==> src/rtl/core/csic_cell.sv <==
// one difference cell of the rotating difference ring
module csic_cell (
  input  logic        clk,
  input  logic        shift_en,
  input  logic        wrap,
  input  logic [31:0] next_q,
  input  logic [31:0] head_q,
  input  logic        load,
  input  logic [31:0] load_value,
  output logic [31:0] q
);

  // load a new difference or take the neighbor's value while rotating
  always_ff @(posedge clk) begin
    if (load) begin
      q <= load_value;
    end else if (shift_en) begin
      q <= wrap ? head_q : next_q;
    end
  end

endmodule

==> config.mk <==
export PLATFORM = sky130hd
export DESIGN_NAME = csic_cell
export DESIGN_NICKNAME = d
export VERILOG_FILES = /design/src/rtl/core/csic_cell.sv
export SDC_FILE = /design/constraint.sdc
export NUM_CORES = 1
export LEC_CHECK = 0
export ABC_CLOCK_PERIOD_IN_PS = 2050
export BUFFER_PORTS_ARGS = -buffer_cell sky130_fd_sc_hd__clkbuf_2
export CORE_UTILIZATION = 44
export CTS_BUF_LIST = sky130_fd_sc_hd__clkbuf_8
export DETAILED_ROUTE_END_ITERATION = 12
export HOLD_SLACK_MARGIN = 0.1
export PLACE_DENSITY_LB_ADDON = 0.3
export REMOVE_ABC_BUFFERS = 1
export SKIP_CTS_REPAIR_TIMING = 1
export SLEW_MARGIN = 30
export SYNTH_ARGS = -nofsm -noshare
export SYNTH_HDL_FRONTEND = slang
export SYNTH_SLANG_ARGS = --single-unit
==> constraint.sdc <==
create_clock -name clk -period 2.05 [get_ports clk]
set_input_delay 0.41 -clock clk [delete_from_list [all_inputs] [get_ports clk]]
set_output_delay 0.41 -clock clk [all_outputs]
set_load 0.1 [all_outputs]
Word level (Yosys, flattened, before mapping)
Index checks and enable logic that the tools add are counted.

Shift-type cells: 0. Magnitude comparators: 0. Bitwise logic cells: 0. Multiplexer cells: 3. Add/sub/neg operators: 0. Div/mod/pow operators: 0. Multiply operators: 0. Eq/ne operators: 0. Reduce and logical (&&, ||, !) cells: 1.

Operator list (count): $mux W32 (3); $reduce_bool A2 Y1 (1).

Bits in latches: 0. Memory bits (writable): 0. Bits in registers: 32. Logic and storage cells: 5. Input bits: 100. ROM bits: 0. Output and inout port bits: 32. Memories: 0.

Depth between registers and ports, before layout
Gate-level depths: netlist of run 1.

Depth after elaboration: 3. Mapped depth: 4. Depth with buffers taken out: 2.

Worst setup path before layout of run 1
OpenSTA, ideal clock, no wires.

Kind: input to register. From: in load. To: reg q[0], enable pin. Buffers on the path: 1. Setup time: 0.375 ns. Slack: 0.646 ns. Arrival: 1.029 ns. Data required time: 1.675 ns. Stages: 2. Cells stage by stage: buf_2 > or2_2.

Cells in the longest elaborated chain, start to end: 1.

Ends and longest elaborated chain: start, declared (line 8) `input logic load,`; $reduce_bool A2 Y1 (no source line); end signal, assigned (line 16) `q <= load_value;`; end signal, assigned (line 18) `q <= wrap ? head_q : next_q;`; end, declared (line 10) `output logic [31:0] q`.

Every way passes these cells. A chain may end at the register's enable or synchronous reset.

Worst setup path after layout of run 1
From: reg q[26]. To: out q[26].

No word-level cell between the ends.

==> summary.md, run 1 <==
| Metric | Value |
|---|---|
| Status | complete, no violations |
| Drt wl/cell | 11.6 um |
| Critical path class | flop to output pin |
| P per Cell Area | 887 nW/um^2 |
| Starting Density | 45.7% |
| WL met2 | 1820 um |
| Synth Flop Type | edfxtp_1 |
| Largest net degree at the start of global routing | 65 |
| Pins Over Slew Limit | 0 |
| Worst path depth | 1 |
| Biggest register | q |
| Peak VDD IR | 0.000412 V |
| Synth Warn # | 0 |
| Core Region | 3660 um^2 |
| Top sig layer | met4 |
| Worst slew pin tran | 0.730 ns |
| Routed vias/inst | 4.72 |
| Synth Area per Inst | 11.9 um^2 |
| Post-synthesis sequential area ratio | 57.4% |
| Total grt overflow | 0 |
| Die span in y | 63.7 um |
| Asr flop ratio synth | 0% |
| Antenna violations before repair | 0 |
| Final instance area | 2390 um^2 |
| First-pass GRT wire length | 5740 um |
| Crit path from | q[26] |
| H-tree Lvls | 2 |
| Layout cells sized above 1 | 51.5% |
| Std-Cell Rows | 22 |
| CTS root buf | clkbuf_8 |
| IO buf count | 131 |
| Placed inst area | 2310 um^2 |
| # placed instances | 310 |
| RSZ-0062 raised after global routing | no |
| Worst Path Arrival | 1.08 ns |
| Final Cycle Share | 72.8% |
| Fill cells | 329 |
| Vias in the first global route | 1,372 |
| Area contributors post-synth | edfxtp_1 57%, mux2i_1 19%, o21ai_1 9.0% |
| CTS max path bufs | 2 |
| Final WL | 3680 um |
| Sink Count | 32 |
| Worst Setup End Kind | output pin |
| Hold slack | 0.410 ns |
| Slew headroom | 51.3% |
| I/O pins | 132 |
| Crit-path max cell delay | 0.46 ns |
| Gpl congestion | 0.672 |
| Hold Path Class | input port to flop |
| Max-cap violations | 0 |
| Antenna Nets Post-Route | 0 |
| FF+latch count, synth | 32 |
| DP HPWL | 2810 um |
| Final setup vio count | 0 |
| Max reg flops | 32 |
| Number of buffers created by CTS | 5 |
| FMAX | 0.670 GHz |
| Cells after Synth | 140 |
| CP endpoint | q[26] |
| Die area | 4050 um^2 |
| Shortest period the worst path allows | 1.49 ns |
| Iter 0 DRT Violations | 57 |
| N_diodes | 0 |
| Layout net count | 369 |
| Yosys cell types | 10 |
| Yosys top cell by area | edfxtp_1 |
| Routed vias | 1,501 |
| WP data required | 1.64 ns |
| Max FO, Critical Path | 1 |
| Setup TNS | 0 ns |
| CTS tree | done |
| Critical-path top delay cell | clkbuf_2 |
| EDFF count, synth | 32 |
| GRT Util Overall | 19.5% |
| Cells along the critical path | clkbuf_2 |
| DRC errors left | 0 |
| Setup crit start kind | flop |
| Fin cells | 318 |
| Clk slew on worst S/H paths | 0.06 ns |
| Bufs and invs on worst path | 1 |
| Largest registers | q (32) |
| Yosys top cell area share | 57.4% |
| Static Leakage | 1.24 nW |
| Layout Area Growth over Synthesis | 42.9% |
| Top delay family on crit path | buffers and inverters |
| Wire length on met1 | 1320 um |
| Final hold viol count | 0 |
| Die X | 63.7 um |
| Pre-antenna DRT Iters | 4 |
| Routed wl met3 | 488 um |
| Synth Cell Area | 1670 um^2 |
| Top post-synthesis cells by count | 32 x edfxtp_1, 32 x mux2i_1, 32 x nand2_1 |
[kinds of logic (layout without fill, tap and decap cells)]
group                  count (synthesis)  in the layout  share of synthesized area, %
and+or+nand+nor                       33             33                          7.55
AOI/OAI and AO/OA                     32             32                          9.57
muxes                                 32             32                          19.1
DFF                                   32             32                          57.4
buffers and inverters                 11            141                          6.28
[layer usage]
| layer | track usage (%) | up-vias |
|---|---|---|
| li1 | - | 764 |
| met1 | 18.3 | 637 |
| met2 | 34.6 | 96 |
| met3 | 9.96 | 4 |
| met4 | 9.38 | 0 |
| met5 | 0 | - |
[stage by stage]
stage	worst slack [ns]	total power (W)	util (%)
floorplan	0.736	0.00149	-
global placement	0.570	0.00169	63.1
detailed placement	0.558	0.00170	63.1
CTS	0.542	0.00214	65.3
global route	0.507	0.00221	65.3
finish	0.557	0.00212	65.3
[final cells by class]
cell class / instances / area (um^2) / share of cell area, %
Sequential cell: 32 / 961 / 40.2
Timing Repair Buffer: 133 / 683 / 28.6
Multi-Input combinational cell: 97 / 607 / 25.4
Clock buffer: 5 / 68.8 / 2.88
Tap cell: 48 / 60.1 / 2.51
Clock inverter: 3 / 11.3 / 0.471
[report_power, final]
part | total [W] | switching, W | internal [W]
Combinational | 0.000853 | 0.000686 | 0.000167
Clock | 0.000436 | 0.000211 | 0.000226
Sequential | 0.000831 | 0.0000198 | 0.000811
Total | 0.00212 | 0.000916 | 0.00120
[how the worst min path moves through the flow]
| stage | cells past startpoint | slack [ns] | to | startpoint |
|---|---|---|---|---|
| finish | 3 | 0.41 | q[29] | load_value[29] |
| global route | 3 | 0.40 | q[20] | load_value[20] |
| CTS | 3 | 0.41 | q[30] | load_value[30] |
| detailed placement | 3 | 0.70 | q[29] | load_value[29] |
| global placement | 3 | 0.69 | q[11] | load_value[11] |
| floorplan | 2 | 0.60 | q[30] | load |
[cell usage in the layout, fill, tap and decap left out, drive strengths merged]
master and instances:
edfxtp 32, or2 1, clkbuf 136, o21ai 32
buf 2, inv 2, mux2i 32, nand2 32
clkinv 1
Power figures use the tool's default switching activity.
==> run 2, diff against run 1 <==
ABC_CLOCK_PERIOD_IN_PS = 1460   (was 2050)
CORE_UTILIZATION = 41   (was 44)
clock period = 1.46 ns   (was 2.05 ns; I/O delays follow)
==> run 2 against run 1 <==
  * Global-route usage decreased by 1.7 points
  * Critical path type unchanged
  * Cell count decreased by 0.94%
  * Sequential cell count unchanged
==> summary.md, run 2 (synthesized netlist as in run 1, its figures left out) <==
| Metric | Value |
|---|---|
| Commonest non-fill, non-tap cells in the layout | 109 x clkbuf_2, 32 x mux2i_1, 32 x nand2_1, 32 x edfxtp_1, 30 x o21ai_1 |
| Crit-path max cell delay | 0.45 ns |
| Setup crit start kind | flop |
| Crit path from | q[11] |
| Largest registers | q (32) |
| Std-Cell Rows | 22 |
| Worst Path Arrival | 1.05 ns |
| CTS max path bufs | 2 |
| Final worst slack | 0.115 ns |
| Final WL | 3720 um |
| Setup TNS | 0 ns |
| Placed inst area | 2370 um^2 |
| Largest net degree at the start of global routing | 65 |
| Critical path class | flop to output pin |
| CTS tree | done |
| Vias in the first global route | 1,252 |
| Hold Path Class | input port to flop |
| Grt met3 use | 6.72% |
| GRT Util Overall | 17.8% |
| IO buf count | 131 |
| Worst Setup End Kind | output pin |
| Final hold viol count | 0 |
| Iter 0 DRT Violations | 94 |
| Global routing's busiest layer | met2 |
| Die span in y | 65.9 um |
| Core Region | 3800 um^2 |
| Layout cells sized above 1 | 52.1% |
| Static Leakage | 1.24 nW |
| WP data required | 1.17 ns |
| Setup WS pre-CTS | 0.0768 ns |
| Slew headroom | 51.0% |
| Routed vias/inst | 4.65 |
| Antenna violations before repair | 0 |
| Number of buffers created by CTS | 5 |
| CTS root buf | clkbuf_8 |
| Status | complete, no violations |
| Layout net count | 369 |
| FMAX | 0.744 GHz |
| Total grt overflow | 0 |
| Pre-antenna DRT Iters | 3 |
| Sink Count | 32 |
| Met1 Usage GRT | 18.0% |
| Top delay family on crit path | buffers and inverters |
| Met2 usage | 31.5% |
| Hold slack | 0.293 ns |
| Antenna Nets Post-Route | 0 |
| # placed instances | 310 |
| Critical-path top delay cell | clkbuf_2 |
| Pins Over Slew Limit | 0 |
| Max reg flops | 32 |
| Final setup vio count | 0 |
| Hold Path Stages | 3 |
| Fin cells | 315 |
| I/O pins | 132 |
| First-pass GRT wire length | 5540 um |
| DRC errors left | 0 |
| Worst path depth | 1 |
| Clk slew on worst S/H paths | 0.06 ns |
| N_diodes | 0 |
| Die area | 4340 um^2 |
| Gpl congestion | 0.707 |
| Final Cycle Share | 92.1% |
| Peak VDD IR | 0.000548 V |
| Final instance area | 2430 um^2 |
| Biggest register | q |
| Bufs and invs on worst path | 1 |
| P per Cell Area | 1230 nW/um^2 |
| Max FO, Critical Path | 1 |
| Hold path startpoint | load_value[31] |
| Drt wl/cell | 11.8 um |
| Die X | 65.9 um |
| Layout Area Growth over Synthesis | 45.6% |
| Starting Density | 44.0% |
| Worst slew pin tran | 0.735 ns |
| Cells along the critical path | clkbuf_2 |
| H-tree Lvls | 2 |
| Commonest non-fill, non-tap cell in the layout | clkbuf_2 |
| RSZ-0062 raised after global routing | no |
| DP HPWL | 2840 um |
| Routed vias | 1,464 |
| Max-cap violations | 0 |
| Shortest period the worst path allows | 1.34 ns |
run 2: cell types whose count changed in the layout (fill, tap and decap cells not counted):
cell,before,now
buf_4,1,23
clkbuf_2,131,109
clkinv_1,1,0
inv_1,2,0
run 2: per-stage QoR:
step	utilization, %	power, W
after floorplan	-	0.00209
final	64.1	0.00299
after global placement	62.3	0.00242
after CTS	64.1	0.00302
after detailed placement	62.3	0.00244
after global routing	64.1	0.00312
run 2: per-layer routing:
layer	up-vias	wire (um)
li1	760	-
met4	0	59
met3	5	469
met1	609	1350
met5	-	0
met2	90	1840
run 2: area by class of cell:
class / instances / area, um^2
clock buffers: 5 / 68.8
fillers: 328 / 1360
multi-input cells: 97 / 607
flip-flops and latches: 32 / 961
well taps: 48 / 60.1
repair buffers: 133 / 738
run 2: path summary, 6_finish.rpt:
check | end | slack [ns]
min | q[31] | 0.29
max | q[11] | 0.12
run 2: report_power, final:
| group | internal, W | total [W] | switching (W) | leakage [nW] |
|---|---|---|---|---|
| combinational | 0.000280 | 0.00124 | 0.000962 | 0.879 |
| sequential | 0.00114 | 0.00117 | 0.0000275 | 0.330 |
| clock | 0.000306 | 0.000583 | 0.000277 | 0.0359 |
